--- config.mk ---
export PLATFORM = sky130hd
export DESIGN_NAME = traffic_light_pedestrian_sequencer_unit
export DESIGN_NICKNAME = d
export VERILOG_FILES = /design/src/hdl/tlps_pkg.sv /design/src/hdl/traffic_light_pedestrian_sequencer_unit.sv /design/src/hdl/tlps_cfg_regs.sv /design/src/hdl/tlps_step_logic.sv
export SDC_FILE = /design/constraint.sdc
export NUM_CORES = 1
export LEC_CHECK = 0
export BUFFER_PORTS_ARGS = -buffer_cell sky130_fd_sc_hd__buf_2
export CAP_MARGIN = 20
export CORE_MARGIN = 3
export CORE_UTILIZATION = 25
export CTS_BUF_LIST = sky130_fd_sc_hd__clkbuf_8
export DETAILED_ROUTE_END_ITERATION = 10
export GPL_TIMING_DRIVEN = 0
export PLACE_DENSITY_LB_ADDON = 0.3
export SLEW_MARGIN = 25
export SYNTH_ARGS = -nofsm -noshare
export SYNTH_HDL_FRONTEND = slang
export SYNTH_HIERARCHICAL = 1
export SYNTH_SLANG_ARGS = --single-unit
--- constraint.sdc ---
create_clock -name clk -period 7.97 [get_ports clk]
set_clock_uncertainty 0.05 [all_clocks]
set_input_delay 1.594 -clock clk [delete_from_list [all_inputs] [get_ports clk]]
set_output_delay 1.594 -clock clk [all_outputs]
set_load 0.05 [all_outputs]
--- src/hdl/tlps_pkg.sv ---
package tlps_pkg;

    // phase codes
    localparam logic [2:0] PH_GREEN1 = 3'd0;
    localparam logic [2:0] PH_YELRED = 3'd1;
    localparam logic [2:0] PH_RED    = 3'd2;
    localparam logic [2:0] PH_PED    = 3'd3;
    localparam logic [2:0] PH_YELLOW = 3'd4;
    localparam logic [2:0] PH_GREEN2 = 3'd5;

    // register indexes
    localparam logic [2:0] REG_GREEN_TICKS     = 3'd0;
    localparam logic [2:0] REG_YELLOW_TICKS    = 3'd1;
    localparam logic [2:0] REG_RED_TICKS       = 3'd2;
    localparam logic [2:0] REG_BUZZ_HALF_TICKS = 3'd3;
    localparam logic [2:0] REG_BUZZ_CYCLES     = 3'd4;

    // register reset values
    localparam logic [15:0] GREEN_TICKS_RST     = 16'd100;
    localparam logic [15:0] YELLOW_TICKS_RST    = 16'd40;
    localparam logic [15:0] RED_TICKS_RST       = 16'd100;
    localparam logic [15:0] BUZZ_HALF_TICKS_RST = 16'd10;
    localparam logic [7:0]  BUZZ_CYCLES_RST     = 8'd10;

    typedef struct packed {
        logic [15:0] green_ticks;
        logic [15:0] yellow_ticks;
        logic [15:0] red_ticks;
        logic [15:0] buzz_half_ticks;
        logic [7:0]  buzz_cycles;
    } cfg_t;

    typedef struct packed {
        logic [2:0]  phase;
        logic [15:0] tick_count;
        logic [8:0]  half_count;
        logic        button_was_down;
        logic        request;
    } state_t;

    typedef struct packed {
        logic       red_lamp;
        logic       yellow_lamp;
        logic       green_lamp;
        logic       buzzer_drive;
        logic       walk_pending;
        logic [2:0] phase_now;
    } result_t;

    // zero duration counts as one tick
    function automatic logic [15:0] at_least_one16(input logic [15:0] v);
        at_least_one16 = (v == 16'd0) ? 16'd1 : v;
    endfunction

    function automatic logic [7:0] at_least_one8(input logic [7:0] v);
        at_least_one8 = (v == 8'd0) ? 8'd1 : v;
    endfunction

endpackage

--- src/hdl/traffic_light_pedestrian_sequencer_unit.sv ---
// channel   signals                                   direction
// --------  ----------------------------------------  ---------
// tick in   in_valid, in_ready, button_down           in
// lamps out out_valid, out_ready, red_lamp,           out
//           yellow_lamp, green_lamp, buzzer_drive,
//           walk_pending, phase_now
// config    cfg_write, cfg_index, cfg_data            in
//
// one tick transaction per cycle while the output is not stalled; the result appears in the cycle after accept
// the phase state and the result register update in the same cycle
// in_ready is high while the result register is empty or being drained
// an output stall holds the result and blocks new ticks until it is taken
// reset returns to green1 with counters and request cleared, registers to defaults
module traffic_light_pedestrian_sequencer_unit (
    input  logic        clk,
    input  logic        rst_n,
    input  logic        in_valid,
    output logic        in_ready,
    input  logic        button_down,
    output logic        out_valid,
    input  logic        out_ready,
    output logic        red_lamp,
    output logic        yellow_lamp,
    output logic        green_lamp,
    output logic        buzzer_drive,
    output logic        walk_pending,
    output logic [2:0]  phase_now,
    input  logic        cfg_write,
    input  logic [2:0]  cfg_index,
    input  logic [15:0] cfg_data
);

    tlps_pkg::cfg_t    cfg;
    tlps_pkg::state_t  state_reg;
    tlps_pkg::state_t  state_next;
    tlps_pkg::result_t result_reg;
    tlps_pkg::result_t result_next;
    logic              out_valid_reg;
    logic              accept;

    tlps_cfg_regs u_cfg_regs (
        .clk       (clk),
        .rst_n     (rst_n),
        .cfg_write (cfg_write),
        .cfg_index (cfg_index),
        .cfg_data  (cfg_data),
        .cfg       (cfg)
    );

    tlps_step_logic u_step_logic (
        .cfg         (cfg),
        .state       (state_reg),
        .button_down (button_down),
        .state_next  (state_next),
        .result      (result_next)
    );

    // handshake
    assign in_ready = !out_valid_reg || out_ready;
    assign accept   = in_valid && in_ready;

    // sequencer state
    always_ff @(posedge clk or negedge rst_n)
    begin
        if (!rst_n)
        begin
            state_reg <= '0;
        end
        else if (accept)
        begin
            state_reg <= state_next;
        end
    end

    // result valid flag
    always_ff @(posedge clk or negedge rst_n)
    begin
        if (!rst_n)
        begin
            out_valid_reg <= 1'b0;
        end
        else if (in_ready)
        begin
            out_valid_reg <= in_valid;
        end
    end

    // result payload
    always_ff @(posedge clk)
    begin
        if (accept)
        begin
            result_reg <= result_next;
        end
    end

    assign out_valid    = out_valid_reg;
    assign red_lamp     = result_reg.red_lamp;
    assign yellow_lamp  = result_reg.yellow_lamp;
    assign green_lamp   = result_reg.green_lamp;
    assign buzzer_drive = result_reg.buzzer_drive;
    assign walk_pending = result_reg.walk_pending;
    assign phase_now    = result_reg.phase_now;

endmodule

--- src/hdl/tlps_cfg_regs.sv ---
module tlps_cfg_regs (
    input  logic               clk,
    input  logic               rst_n,
    input  logic               cfg_write,
    input  logic [2:0]         cfg_index,
    input  logic [15:0]        cfg_data,
    output tlps_pkg::cfg_t     cfg
);

    tlps_pkg::cfg_t cfg_reg;
    tlps_pkg::cfg_t cfg_next;

    // decode register writes, unknown indexes are dropped
    always_comb
    begin
        cfg_next = cfg_reg;
        if (cfg_write)
        begin
            case (cfg_index)
                tlps_pkg::REG_GREEN_TICKS:     cfg_next.green_ticks     = cfg_data;
                tlps_pkg::REG_YELLOW_TICKS:    cfg_next.yellow_ticks    = cfg_data;
                tlps_pkg::REG_RED_TICKS:       cfg_next.red_ticks       = cfg_data;
                tlps_pkg::REG_BUZZ_HALF_TICKS: cfg_next.buzz_half_ticks = cfg_data;
                tlps_pkg::REG_BUZZ_CYCLES:     cfg_next.buzz_cycles     = cfg_data[7:0];
                default:                       cfg_next = cfg_reg;
            endcase
        end
    end

    always_ff @(posedge clk or negedge rst_n)
    begin
        if (!rst_n)
        begin
            cfg_reg.green_ticks     <= tlps_pkg::GREEN_TICKS_RST;
            cfg_reg.yellow_ticks    <= tlps_pkg::YELLOW_TICKS_RST;
            cfg_reg.red_ticks       <= tlps_pkg::RED_TICKS_RST;
            cfg_reg.buzz_half_ticks <= tlps_pkg::BUZZ_HALF_TICKS_RST;
            cfg_reg.buzz_cycles     <= tlps_pkg::BUZZ_CYCLES_RST;
        end
        else
        begin
            cfg_reg <= cfg_next;
        end
    end

    assign cfg = cfg_reg;

endmodule

--- src/hdl/tlps_step_logic.sv ---
module tlps_step_logic (
    input  tlps_pkg::cfg_t     cfg,
    input  tlps_pkg::state_t   state,
    input  logic               button_down,
    output tlps_pkg::state_t   state_next,
    output tlps_pkg::result_t  result
);

    logic [2:0]  ph;
    logic [15:0] tick_inc;
    logic [15:0] timed_len;
    logic [15:0] half_len;
    logic [8:0]  half_inc;
    logic [8:0]  blink_limit;
    logic        on_half;

    always_comb
    begin
        // unused phase codes fall back to green1
        ph = (state.phase > tlps_pkg::PH_GREEN2) ? tlps_pkg::PH_GREEN1 : state.phase;

        tick_inc    = state.tick_count + 16'd1;
        half_inc    = state.half_count + 9'd1;
        half_len    = tlps_pkg::at_least_one16(cfg.buzz_half_ticks);
        blink_limit = {tlps_pkg::at_least_one8(cfg.buzz_cycles), 1'b0};
        on_half     = ~state.half_count[0];

        // length of the current timed phase
        case (ph)
            tlps_pkg::PH_YELRED,
            tlps_pkg::PH_YELLOW: timed_len = tlps_pkg::at_least_one16(cfg.yellow_ticks);
            tlps_pkg::PH_RED:    timed_len = tlps_pkg::at_least_one16(cfg.red_ticks);
            default:             timed_len = tlps_pkg::at_least_one16(cfg.green_ticks);
        endcase

        state_next = state;
        result     = '0;
        result.phase_now = ph;

        if (ph == tlps_pkg::PH_PED)
        begin
            // pedestrian blink, button ignored
            result.red_lamp     = 1'b1;
            result.green_lamp   = on_half;
            result.buzzer_drive = on_half;
            state_next.tick_count = tick_inc;
            if (tick_inc >= half_len)
            begin
                state_next.tick_count = '0;
                state_next.half_count = half_inc;
                if (half_inc >= blink_limit)
                begin
                    state_next.half_count = '0;
                    state_next.request    = 1'b0;
                    state_next.phase      = tlps_pkg::PH_YELLOW;
                end
            end
        end
        else
        begin
            // lamp drive for the timed phases
            case (ph)
                tlps_pkg::PH_YELRED:
                begin
                    result.yellow_lamp = 1'b1;
                    result.red_lamp    = 1'b1;
                end
                tlps_pkg::PH_RED:    result.red_lamp    = 1'b1;
                tlps_pkg::PH_YELLOW: result.yellow_lamp = 1'b1;
                default:             result.green_lamp  = 1'b1;
            endcase

            // press edge latches a walk request
            if (button_down && !state.button_was_down)
            begin
                state_next.request = 1'b1;
            end
            state_next.button_was_down = button_down;

            state_next.tick_count = tick_inc;
            state_next.phase      = ph;
            if (tick_inc >= timed_len)
            begin
                state_next.tick_count = '0;
                state_next.half_count = '0;
                case (ph)
                    tlps_pkg::PH_RED:
                        state_next.phase = state_next.request ? tlps_pkg::PH_PED
                                                              : tlps_pkg::PH_YELLOW;
                    tlps_pkg::PH_GREEN2: state_next.phase = tlps_pkg::PH_GREEN1;
                    default:             state_next.phase = ph + 3'd1;
                endcase
            end
        end

        result.walk_pending = state_next.request;
    end

endmodule
# Word level (Yosys, flattened, before mapping)
# Index checks and enable logic that the tools add are counted.
[word_totals]
out_inout_bits = 10
input_bits = 25
ff_bits = 111
word_cells = 83
[classes]
n_lt_le_gt_ge = 4
addsub = 3
n_reduce_logical = 23
n_mux = 23
bitwise = 2
n_eq_ne = 11
[op_table]
columns = ["cell", "count"]
rows = [
  ["28-bit 2-to-1 mux", 3],
  ["16-bit logical NOT", 4],
  ["16-bit 2-to-1 mux", 4],
  ["16-bit greater-or-equal comparator", 2],
  ["16-bit case mux with 2 select lines", 1],
  ["16-bit by 1-bit adder with 16-bit output (second input constant)", 1],
  ["3-bit by 2-bit == test with 1-bit output (second input constant)", 4],
  ["2-bit AND reduction", 6],
  ["9-bit by 1-bit adder with 9-bit output (second input constant)", 1],
  ["3-bit == test (second input constant)", 3],
  ["9-bit greater-or-equal comparator", 1],
  ["1-bit 2-to-1 mux", 9],
  ["3-bit 2-to-1 mux", 3],
  ["9-bit 2-to-1 mux", 1],
  ["8-bit logical NOT", 1],
  ["8-bit 2-to-1 mux", 1],
  ["3-bit by 1-bit == test with 1-bit output (second input constant)", 2],
  ["3-bit case mux with 2 select lines", 1],
  ["3-bit AND reduction", 2],
  ["2-bit != test (second input constant)", 2],
  ["2-bit OR reduction", 2],
  ["3-bit by 1-bit adder with 3-bit output (second input constant)", 1],
  ["3-bit greater-than comparator (second input constant)", 1],
  ["3-bit logical NOT", 1],
  ["6 further kinds", 9],
]

# Logic depth before layout (Yosys ltp)
# Gate-level depths: netlist (run 1).
[logic_depth]
ltp_word = 8
depth_mapped = 17
mapped_depth_nobuf = 15

# By module
# Netlist (run 1), hierarchy kept.
[by_module_without_submodules]
columns = ["mod", "area_each_um2", "cells_each", "n_inst", "seq_area_each_um2"]
rows = [
  ["tlps_cfg_regs", 2777.7, 156, 1, 1816.7],
  ["tlps_step_logic", 2359.8, 339, 1, 0.0],
  ["traffic_light_pedestrian_sequencer_unit", 1531.5, 76, 1, 1016.0],
]

# Worst setup path after synthesis (run 1)
# OpenSTA, ideal clock, no wires.
[synth_path]
kind = "register to register"
from = "register state_reg[27] (netlist name)"
to = "register state_reg[2] (netlist name)"
period_less_slack_ps = 4056
setup_time_ps = 125
path_stages_with_launch = 18
path_slack_ps = 3914
arrival_ps = 3880
n_path_buf = 2
t_required_ps = 7795
cell_sequence = "dfrtp_1 > a21boi_0 > inv_1 > ha_1 > and2_1 > or2_1 > nor2_1 > buf_6 > a222oi_1 > ha_1 > nand4_1 > or3_4 > a2111oi_4 > nor3_4 > mux2i_4 > buf_6 > o32ai_2 > mux2_4"
[synth_lines]
columns = ["item", "line_no", "text"]
rows = [
  ["start: declaration", "traffic_light_pedestrian_sequencer_unit.sv:34", "tlps_pkg::state_t state_reg;"],
  ["start signal: assignment", "traffic_light_pedestrian_sequencer_unit.sv:71", "state_reg <= state_next;"],
]

==> results.sh, run 1 <==
export IMPL_wirelength_um=15800
export IMPL_internal_power_mw=1.16
export IMPL_finalHoldViolations=0
export IMPL_drcViolationCount=0
export IMPL_numCtsBuffers=9
export IMPL_p_leak_nw=3.35
export IMPL_peakVddDrop_uv=103
export IMPL_critPathLaunchType="register"
export IMPL_grt_max_degree=59
export IMPL_critPathTopFamily="compound AO/OA/AOI/OAI gates"
export IMPL_combPwrFrac_pct=40.5
export IMPL_drtIter0Drc=280
export IMPL_rr_endpoint="state_reg[2]$_DFFE_PN0P_"
export IMPL_synth_edf_count=8
export IMPL_synth_cell_types=63
export IMPL_worstPathRequired_ns=8.21
export IMPL_yosysTopAreaCell="dfrtp_1"
export IMPL_max_stage_delay_ns=0.57
export IMPL_largest_register_ffs=72
export IMPL_final_cell_mix="dfrtp_1, mux2_2, inv_1"
export IMPL_io_buffers=34
export IMPL_crit_fanout=10
export IMPL_timing_reg2reg_setup_slack_ns=3.01
export IMPL_cts_max_level=3
export IMPL_avgViaCountPerCell=4.66
export IMPL_status="finished, final reports clean"
export IMPL_clock_path_buffers=2
export IMPL_placeableCoreArea_um2=26100
export IMPL_switching_share_pct=39.3
export IMPL_maxSlewViolCount=0
export IMPL_cts_root_buf="clkbuf_8"
export IMPL_dieArea_um2=28700
export IMPL_clock_latency_ns=0.41
export IMPL_drive_above_1_share_pct=32.6
export IMPL_rsz0062_at_grt="false"
export IMPL_diodes=0
export IMPL_firstDrtPassIters=5
export IMPL_cp_depth=17
export IMPL_p_sw_mw=0.753
export IMPL_slew_limit_headroom_pct=50.7
export IMPL_track_usage_pct=11.5
export IMPL_synth_top_cell_area_share_pct=34.1
export IMPL_wl_per_cell_um=16.5
export IMPL_pre_cts_ws_ns=3.09
export IMPL_synth_xor_area_share_pct=2.36
export IMPL_ys_ff_latch=111
export IMPL_dp_hpwl_um=12100
export IMPL_ys_warn_count=6
export IMPL_synth_compound_area_share_pct=9.98
export IMPL_clock_sinks=111
export IMPL_finalSetupViolCount=0
export IMPL_synthMuxAreaShare_pct=19.5
export IMPL_cp_num_buf_inv=2
export IMPL_postCtsHoldBufs=0
export IMPL_cts_tree="yes"
export IMPL_crit_type="register to register"
export IMPL_clkPwrFrac_pct=18.3
export IMPL_worst_setup_path_end_kind="register"
export IMPL_fin_nets=688
export IMPL_finalCriticalPeriod_ns=4.96
export IMPL_synth_simple_area_share_pct=11.3
export IMPL_row_count=59
export IMPL_gp_congestion=0.790
export IMPL_hp_start="state_reg[10]$_DFFE_PN0P_"
export IMPL_powerDensity_nw_per_um2=256
export IMPL_ys_flop_type="dfrtp_1"
export IMPL_setup_ws_ns=3.01
export IMPL_synthArstFlopShare_pct=92.8
export IMPL_hold_class="register to register"
export IMPL_r2r_start="state_reg[27]$_DFFE_PN0P_"
export IMPL_clk_pin_slew_ns=0.12
export IMPL_layout_commonest_cell="dfrtp_1"
export IMPL_synth_avg_cell_area_um2=11.7
export IMPL_r2r_cells=17
export IMPL_gr_total_overflow=0
export IMPL_whs_path_depth=1
export IMPL_crit_arrival_ns=5.20
export IMPL_io_pins=35
export IMPL_holdWs_ns=0.476
export IMPL_syn_area_um2=6670
export IMPL_crit_chain="a21boi_0 > ha_1 > nand2_1 > o21ai_4 > or2_1 > nor2_1 > buf_6 > a222oi_1 > ha_1 > nand4_1 > or3_4 > a2111oi_4 > nor3_4 > mux2i_4 > buf_6 > o32ai_2 > mux2_4"
export IMPL_die_h_um=169
export IMPL_seq_power_share_pct=41.2
export IMPL_initial_core_util_pct=25.5
export IMPL_syn_instance_count=571
export IMPL_syn_num_nets=642
export IMPL_whs_endpoint="state_reg[10]$_DFFE_PN0P_"
export IMPL_grt_pass1_wl_um=25800
export IMPL_antenna_found_initial=0
export IMPL_cts_resized=0
export IMPL_maxCapViolations=0
export IMPL_drtAntennaViolNets=0
export IMPL_fmax_ghz=0.202
export IMPL_first_global_vias=4542
export IMPL_vias=4457
export IMPL_synth_top_family_by_area="multiplexers"
export IMPL_max_slew_worst_pin_slew_ns=0.736
export IMPL_cp_slowest_cell="a21boi_0"
export IMPL_ys_seq_area_share_pct=42.5
export IMPL_die_width_um=169
export IMPL_synth_fa_ha_area_share_pct=8.63
export IMPL_fin_setup_tns_ns=0
export IMPL_fin_crit_sh_pct=62.2
export IMPL_area_growth_pct=12.4
export IMPL_synthTopCellsByArea="dfrtp_1, mux2_2, ha_1"
export IMPL_postCtsSetupBuffers=0
-- cell families (layout without fill, tap and decap cells) --
group,count (synthesis),after routing
flip-flops,111,111
buffers and inverters,76,127
AO/OA/AOI/OAI,85,85
multiplexers,105,105
XOR/XNOR,18,18
adder cells (fa/ha/maj),46,46
AND/OR/NAND/NOR,130,130
-- area by class of cell --
class,count,area [µm²]
clock inverters,7,77.6
clock buffers,9,124
inverters,58,218
fillers,2777,18600
multi-input cells,384,3450
repair buffers,35,204
well taps,335,419
plain buffers,18,168
flip-flops and latches,111,2830
-- routing by layer --
metal,global-route usage [%],vias to the layer above,routed length [µm]
li1,-,2172,-
met1,15.9,2194,7730
met2,18.7,73,7470
met3,1.42,18,284
met4,4.16,0,328
met5,0,-,0
-- stage by stage --
step / power, mW / std cells / cell area [µm²] / util, %
finish: 1.92 / 957 / 7490 / 28.7
global route: 2.07 / 957 / 7490 / 28.7
global placement: 1.56 / 940 / 7260 / 27.8
floorplan: 1.36 / 571 / 6670 / -
detailed placement: 1.58 / 941 / 7290 / 27.9
CTS: 1.94 / 957 / 7490 / 28.7
-- power by group through the flow --
| stage | Sequential (mW) | Combinational (mW) | Clock, mW |
|---|---|---|---|
| 2_1_floorplan | 0.801 | 0.561 | 0 |
| 4_1_cts | 0.791 | 0.781 | 0.373 |
| 5_1_grt | 0.809 | 0.867 | 0.396 |
| 6_report | 0.790 | 0.776 | 0.352 |
| 3_3_place_gp | 0.802 | 0.762 | 0 |
| 3_5_place_dp | 0.801 | 0.777 | 0 |
-- synthesized netlist by cell type, types with 2 or more instances --
cell type   n
o21ai_0     8
mux2_2     74
a21boi_0    3
buf_8       2
ha_1       46
a211oi_1    2
nor4_1     16
or2_2       3
xnor2_1    13
dfstp_2    12
a21oi_1    27
buf_2       2
o22ai_1     3
nor2b_1     3
o21a_1      3
a22o_1      5
nand3_1    14
dfrtp_1    91
nand4_1     6
a31oi_1     3
and2_1      3
nand2_1    24
o2bb2ai_1   5
buf_4       2
and4bb_2    3
inv_1      57
nor3_1     10
a2111oi_4   2
mux2_4     29
clkbuf_1    3
buf_6       9
and3_1      2
nand2b_1    3
a222oi_1   11
a41o_1      3
edfxtp_1    8
and4_1      4
xor2_1      5
nor2_1     27
nand2b_4    2
-- worst reg2reg max path: cells and delay by family (launching register included) --
family          cells  cell delay [ns]
compound gates      5             1.53
simple gates        6             1.23
mux                 2             0.63
fa+ha+maj           2             0.61
flops               1             0.45
buf+inv             2             0.36
-- worst max path at each step --
stage,end,startpoint,slack (ns)
detailed placement,state_reg[2]$_DFFE_PN0P_,state_reg[27]$_DFFE_PN0P_,3.09
floorplan,state_reg[2]$_DFFE_PN0P_,state_reg[27]$_DFFE_PN0P_,3.91
global route,state_reg[2]$_DFFE_PN0P_,state_reg[27]$_DFFE_PN0P_,2.73
finish,state_reg[2]$_DFFE_PN0P_,state_reg[27]$_DFFE_PN0P_,3.01
global placement,state_reg[2]$_DFFE_PN0P_,state_reg[27]$_DFFE_PN0P_,3.03
CTS,state_reg[2]$_DFFE_PN0P_,state_reg[27]$_DFFE_PN0P_,3.04
Power figures use the tool's default switching activity.
==> run 2, diff against run 1 <==
==> constraint.sdc (replaced) <==
create_clock -name clk -period 4.05 [get_ports clk]
set_clock_uncertainty 0.05 [all_clocks]
set_input_delay 0.81 -clock clk [delete_from_list [all_inputs] [get_ports clk]]
set_output_delay 0.81 -clock clk [all_outputs]
set_load 0.05 [all_outputs]
==> results.sh, run 2 (synthesized netlist as in run 1, its figures left out) <==
export IMPL_status="finished, final reports clean"
export IMPL_drcViolationCount=0
export IMPL_switching_share_pct=38.5
export IMPL_crit_fanout=6
export IMPL_crit_path_start="state_reg[28]$_DFFE_PN0P_"
export IMPL_maxSlewViolCount=0
export IMPL_crit_arrival_ns=4.18
export IMPL_seq_power_share_pct=39.1
export IMPL_finalSetupViolCount=0
export IMPL_area_growth_pct=16.3
export IMPL_first_global_vias=4467
export IMPL_peakVddDrop_uv=243
export IMPL_cts_max_level=3
export IMPL_setup_ws_ns=0.144
export IMPL_fin_setup_tns_ns=0
export IMPL_clock_path_buffers=2
export IMPL_drtAntennaViolNets=0
export IMPL_row_count=59
export IMPL_io_buffers=34
export IMPL_cp_slowest_cell="dfrtp_2"
export IMPL_r2r_start="state_reg[28]$_DFFE_PN0P_"
export IMPL_firstDrtPassIters=5
export IMPL_drive_above_1_share_pct=38.2
export IMPL_placeableCoreArea_um2=26100
export IMPL_combPwrFrac_pct=44.4
export IMPL_dieArea_um2=28700
export IMPL_cts_tree="yes"
export IMPL_vias=4559
export IMPL_clock_latency_ns=0.39
export IMPL_layout_commonest_cell="dfrtp_1"
export IMPL_clkPwrFrac_pct=16.5
export IMPL_grt_pass1_wl_um=25400
export IMPL_crit_type="register to register"
export IMPL_final_cells=977
export IMPL_hold_class="input pin to asynchronous set/reset pin"
export IMPL_final_cell_mix="dfrtp_1, mux2_2, inv_1"
export IMPL_max_slew_worst_pin_slew_ns=0.683
export IMPL_fin_area_um2=7760
export IMPL_critPathLaunchType="register"
export IMPL_gr_total_overflow=0
export IMPL_grt_max_degree=56
export IMPL_pre_cts_ws_ns=-0.685
export IMPL_finalCriticalPeriod_ns=3.91
export IMPL_p_leak_nw=3.48
export IMPL_die_h_um=169
export IMPL_postCtsHoldBufs=0
export IMPL_wirelength_um=16000
export IMPL_internal_power_mw=2.45
export IMPL_placedInstanceArea_um2=7290
export IMPL_finalHoldViolations=0
export IMPL_max_stage_delay_ns=0.46
export IMPL_p_sw_mw=1.53
export IMPL_path_common_cell="buf_6"
export IMPL_fin_crit_sh_pct=96.4
export IMPL_cts_root_buf="clkbuf_8"
export IMPL_largest_register_ffs=72
export IMPL_worstPathRequired_ns=4.33
export IMPL_diodes=0
export IMPL_crit_chain="a21boi_4 > inv_2 > ha_4 > and2_4 > or2_4 > nor2_4 > buf_6 > buf_6 > a32oi_2 > ha_1 > nand2b_4 > a2111oi_4 > a2111oi_4 > nor3_4 > mux2i_4 > buf_12 > buf_6 > o2bb2ai_1 > mux2_4"
export IMPL_slew_limit_headroom_pct=54.3
export IMPL_p_total_mw=3.98
export IMPL_n_fill_cell=2730
export IMPL_initial_core_util_pct=25.5
export IMPL_dp_hpwl_um=12100
export IMPL_fmax_ghz=0.256
export IMPL_antenna_found_initial=0
export IMPL_wl_per_cell_um=16.4
export IMPL_io_pins=35
export IMPL_place_inst=941
export IMPL_holdWs_ns=0.309
export IMPL_maxCapViolations=0
export IMPL_track_usage_pct=11.3
export IMPL_die_width_um=169
export IMPL_powerDensity_nw_per_um2=513
export IMPL_clk_pin_slew_ns=0.11
export IMPL_fin_util_pct=29.7
export IMPL_fin_nets=708
export IMPL_clock_sinks=111
export IMPL_gp_congestion=0.794
export IMPL_worst_setup_path_end_kind="register"
export IMPL_drtIter0Drc=329
export IMPL_avgViaCountPerCell=4.67
export IMPL_numCtsBuffers=9
run 2: power groups by stage:
| stage | combinational [mW] | sequential [mW] | clock (mW) |
|---|---|---|---|
| after floorplan | 1.11 | 1.58 | 0 |
| after global placement | 1.50 | 1.58 | 0 |
| after detailed placement | 1.52 | 1.58 | 0 |
| after CTS | 1.70 | 1.56 | 0.685 |
| after global routing | 1.94 | 1.59 | 0.737 |
| final | 1.77 | 1.56 | 0.657 |
run 2: path summary, 6_finish.rpt:
kind	slack, ns	endpoint	cells past startpoint
worst min register to register	0.47	u_cfg_regs/cfg[2]$_DFFE_PN0P_	1
min in group clk	0.47	u_cfg_regs/cfg[2]$_DFFE_PN0P_	1
max in group asynchronous	2.96	u_cfg_regs/cfg[62]$_DFFE_PN1P_	2
worst max register to register	0.14	state_reg[6]$_DFFE_PN0P_	19
worst max-delay path	0.14	state_reg[6]$_DFFE_PN0P_	19
worst min-delay path	0.31	out_valid$_DFFE_PN0P_	1
run 2: critical path, delay by kind of cell, from the launching register on:
family	cells	cell delay [ns]
simple gates	5	1.05
compound gates	5	0.90
buf+inv	5	0.61
fa+ha+maj	2	0.48
flops	1	0.46
mux	2	0.28
run 2: what timing repair did:
item                                    4_1_cts  5_1_grt
pin swaps                                    14       13
resized for setup                            21       14
cloned                                        1        1
endpoints found under the setup margin       28       29
setup buffers                                14        5
run 2: final cells by class:
cell class                 instances  area, µm²  share of cell area (%)
sequential                       111       2840                    36.5
clock buffer                       9        124                    1.60
multi-input combinational        384       3560                    45.9
buffer                            17        165                    2.13
tap                              335        419                    5.40
clock inverter                     7       53.8                   0.693
timing repair buffer              56        383                    4.93
inverter                          58        218                    2.81
run 2: routing by layer:
layer  global-route usage (%)  routed length [µm]  part of all wire [%]  up-vias
met2                     18.6                7600                    47       76
met4                     3.31                 273                   1.7        0
met5                        0                   0                     0        -
li1                         -                   -                     -     2208
met1                     15.5                7750                    48     2259
met3                     1.75                 400                   2.5       16
==> run 3, diff against run 2 <==
==> constraint.sdc (replaced) <==
create_clock -name clk -period 3.7 [get_ports clk]
set_clock_uncertainty 0.05 [all_clocks]
set_input_delay 0.74 -clock clk [delete_from_list [all_inputs] [get_ports clk]]
set_output_delay 0.74 -clock clk [all_outputs]
set_load 0.05 [all_outputs]
==> results.sh, run 3 (synthesized netlist as in run 1, its figures left out) <==
export IMPL_drtAntennaViolNets=0
export IMPL_fin_crit_sh_pct=105
export IMPL_cts_root_buf="clkbuf_8"
export IMPL_worstPathRequired_ns=3.93
export IMPL_die_h_um=169
export IMPL_p_sw_mw=1.66
export IMPL_avgViaCountPerCell=4.66
export IMPL_first_global_vias=4529
export IMPL_numCtsBuffers=9
export IMPL_fin_util_pct=30.0
export IMPL_drtIter0Drc=269
export IMPL_cp_slowest_cell="dfrtp_2"
export IMPL_critPathLaunchType="register"
export IMPL_crit_fanout=10
export IMPL_io_buffers=34
export IMPL_wl_per_cell_um=16.7
export IMPL_clock_sinks=111
export IMPL_place_inst=941
export IMPL_drcViolationCount=0
export IMPL_io_pins=35
export IMPL_firstDrtPassIters=4
export IMPL_cts_tree="yes"
export IMPL_max_slew_worst_pin_slew_ns=0.718
export IMPL_placeableCoreArea_um2=26100
export IMPL_clock_path_buffers=2
export IMPL_fmax_ghz=0.256
export IMPL_gp_congestion=0.797
export IMPL_drive_above_1_share_pct=39.2
export IMPL_postCtsHoldBufs=0
export IMPL_wirelength_um=16300
export IMPL_powerDensity_nw_per_um2=570
export IMPL_final_cell_mix="dfrtp_1, mux2_2, inv_1"
export IMPL_crit_chain="a21boi_4 > inv_2 > ha_4 > and2_4 > buf_4 > nor2_2 > a222oi_1 > ha_1 > nand2_1 > or3_4 > a2111oi_4 > nor3_4 > mux2i_4 > buf_12 > buf_8 > o32ai_2 > mux2_4"
export IMPL_r2r_start="state_reg[28]$_DFFE_PN0P_"
export IMPL_internal_power_mw=2.81
export IMPL_p_leak_nw=3.51
export IMPL_finalCriticalPeriod_ns=3.90
export IMPL_crit_type="register to register"
export IMPL_crit_end="state_reg[2]$_DFFE_PN0P_"
export IMPL_p_total_mw=4.47
export IMPL_finalSetupViolCount=27
export IMPL_vias=4539
export IMPL_n_fill_cell=2738
export IMPL_switching_share_pct=37.2
export IMPL_max_stage_delay_ns=0.47
export IMPL_final_cells=975
export IMPL_setup_ws_ns=-0.203
export IMPL_fin_nets=706
export IMPL_violations="setup timing"
export IMPL_diodes=0
export IMPL_rr_endpoint="state_reg[2]$_DFFE_PN0P_"
export IMPL_status="finished, violations left"
export IMPL_crit_path_start="state_reg[28]$_DFFE_PN0P_"
export IMPL_grt_pass1_wl_um=25700
export IMPL_dieArea_um2=28700
export IMPL_worst_setup_path_end_kind="register"
export IMPL_dp_hpwl_um=12200
export IMPL_layout_commonest_cell="dfrtp_1"
export IMPL_row_count=59
export IMPL_seq_power_share_pct=38.3
export IMPL_rsz0062_at_grt="true"
export IMPL_initial_core_util_pct=25.5
export IMPL_clock_latency_ns=0.39
export IMPL_antenna_found_initial=0
export IMPL_r2r_cells=17
export IMPL_peakVddDrop_uv=198
export IMPL_grt_max_degree=62
export IMPL_area_growth_pct=17.5
export IMPL_gr_total_overflow=0
export IMPL_slew_limit_headroom_pct=51.9
export IMPL_track_usage_pct=11.5
export IMPL_finalHoldViolations=0
export IMPL_maxSlewViolCount=0
export IMPL_combPwrFrac_pct=43.6
export IMPL_largest_register_ffs=72
export IMPL_timing_reg2reg_setup_slack_ns=-0.20
export IMPL_crit_arrival_ns=4.13
export IMPL_die_width_um=169
export IMPL_clk_pin_slew_ns=0.10
export IMPL_cts_max_level=3
export IMPL_maxCapViolations=0
export IMPL_hold_class="input pin to asynchronous set/reset pin"
export IMPL_clkPwrFrac_pct=18.1
[run 3: changes by cell type in the layout (fill, tap and decap cells not counted), moves of 2 or more]
cell,before,now
buf_4,18,16
inv_6,3,1
bufinv_16,0,2
dfrtp_2,2,4
buf_8,2,4
nor2_1,25,19
inv_4,0,3
buf_6,13,9
dfrtp_1,89,87
inv_2,3,1
nor2_2,0,5
[run 3: what timing repair did]
action	in CTS	in global routing
pin swaps	6	5
setup buffers	11	5
gates cloned	2	0
hold endpoints to repair	0	0
setup endpoints to repair	29	29
resized for setup	29	10
[run 3: how the worst min path moves through the flow]
stage                                              from                            end  slack (ns)  cells after the start
after floorplan                                   rst_n          out_valid$_DFFE_PN0P_        0.39                      0
after global placement    u_cfg_regs/cfg[2]$_DFFE_PN0P_  u_cfg_regs/cfg[2]$_DFFE_PN0P_        0.44                      1
after detailed placement  u_cfg_regs/cfg[2]$_DFFE_PN0P_  u_cfg_regs/cfg[2]$_DFFE_PN0P_        0.45                      1
after CTS                                         rst_n          out_valid$_DFFE_PN0P_        0.21                      1
after global routing                              rst_n       state_reg[6]$_DFFE_PN0P_        0.22                      1
final                                             rst_n       state_reg[5]$_DFFE_PN0P_        0.21                      1
[run 3: metal layers]
| metal | global-route usage, % | vias up | routed length [µm] |
|---|---|---|---|
| li1 | - | 2212 | - |
| met1 | 15.7 | 2258 | 7910 |
| met2 | 18.6 | 53 | 7740 |
| met3 | 2.03 | 16 | 368 |
| met4 | 3.45 | 0 | 238 |
| met5 | 0 | - | 0 |
[run 3: worst max-delay path: cells and delay by family (launching register included)]
family,cells,cell delay [ns]
AO/OA/AOI/OAI,4,0.73
adder cells (fa/ha/maj),2,0.48
buffers and inverters,4,0.54
flip-flops,1,0.47
multiplexers,2,0.45
AND/OR/NAND/NOR,5,1.04
[run 3: layout make-up]
class | instances | area [µm²] | area share (%)
repair buffers | 53 | 373 | 4.76
clock buffers | 9 | 124 | 1.58
plain buffers | 18 | 186 | 2.38
flip-flops and latches | 111 | 2840 | 36.2
clock inverters | 7 | 87.6 | 1.12
multi-input cells | 384 | 3590 | 45.8
inverters | 58 | 223 | 2.84
well taps | 335 | 419 | 5.35
[run 3: per-stage QoR]
step | hold WS [ns] | cell area, µm² | setup slack (ns) | setup TNS [ns]
2_1_floorplan | 0.394 | 6710 | 0.0138 | 0
3_3_place_gp | 0.440 | 7300 | -0.840 | -21.19
3_5_place_dp | 0.446 | 7330 | -0.813 | -20.59
4_1_cts | 0.211 | 7760 | -0.154 | -3.37
5_1_grt | 0.221 | 7840 | -0.319 | -7.69
6_report | 0.213 | 7840 | -0.203 | -4.46
[run 3: power groups by stage]
stage / Sequential [mW] / Clock [mW] / Combinational, mW
finish: 1.71 / 0.810 / 1.95
CTS: 1.72 / 0.855 / 1.86
floorplan: 1.73 / 0 / 1.23
global route: 1.74 / 0.905 / 2.14
global placement: 1.73 / 0 / 1.66
detailed placement: 1.73 / 0 / 1.69
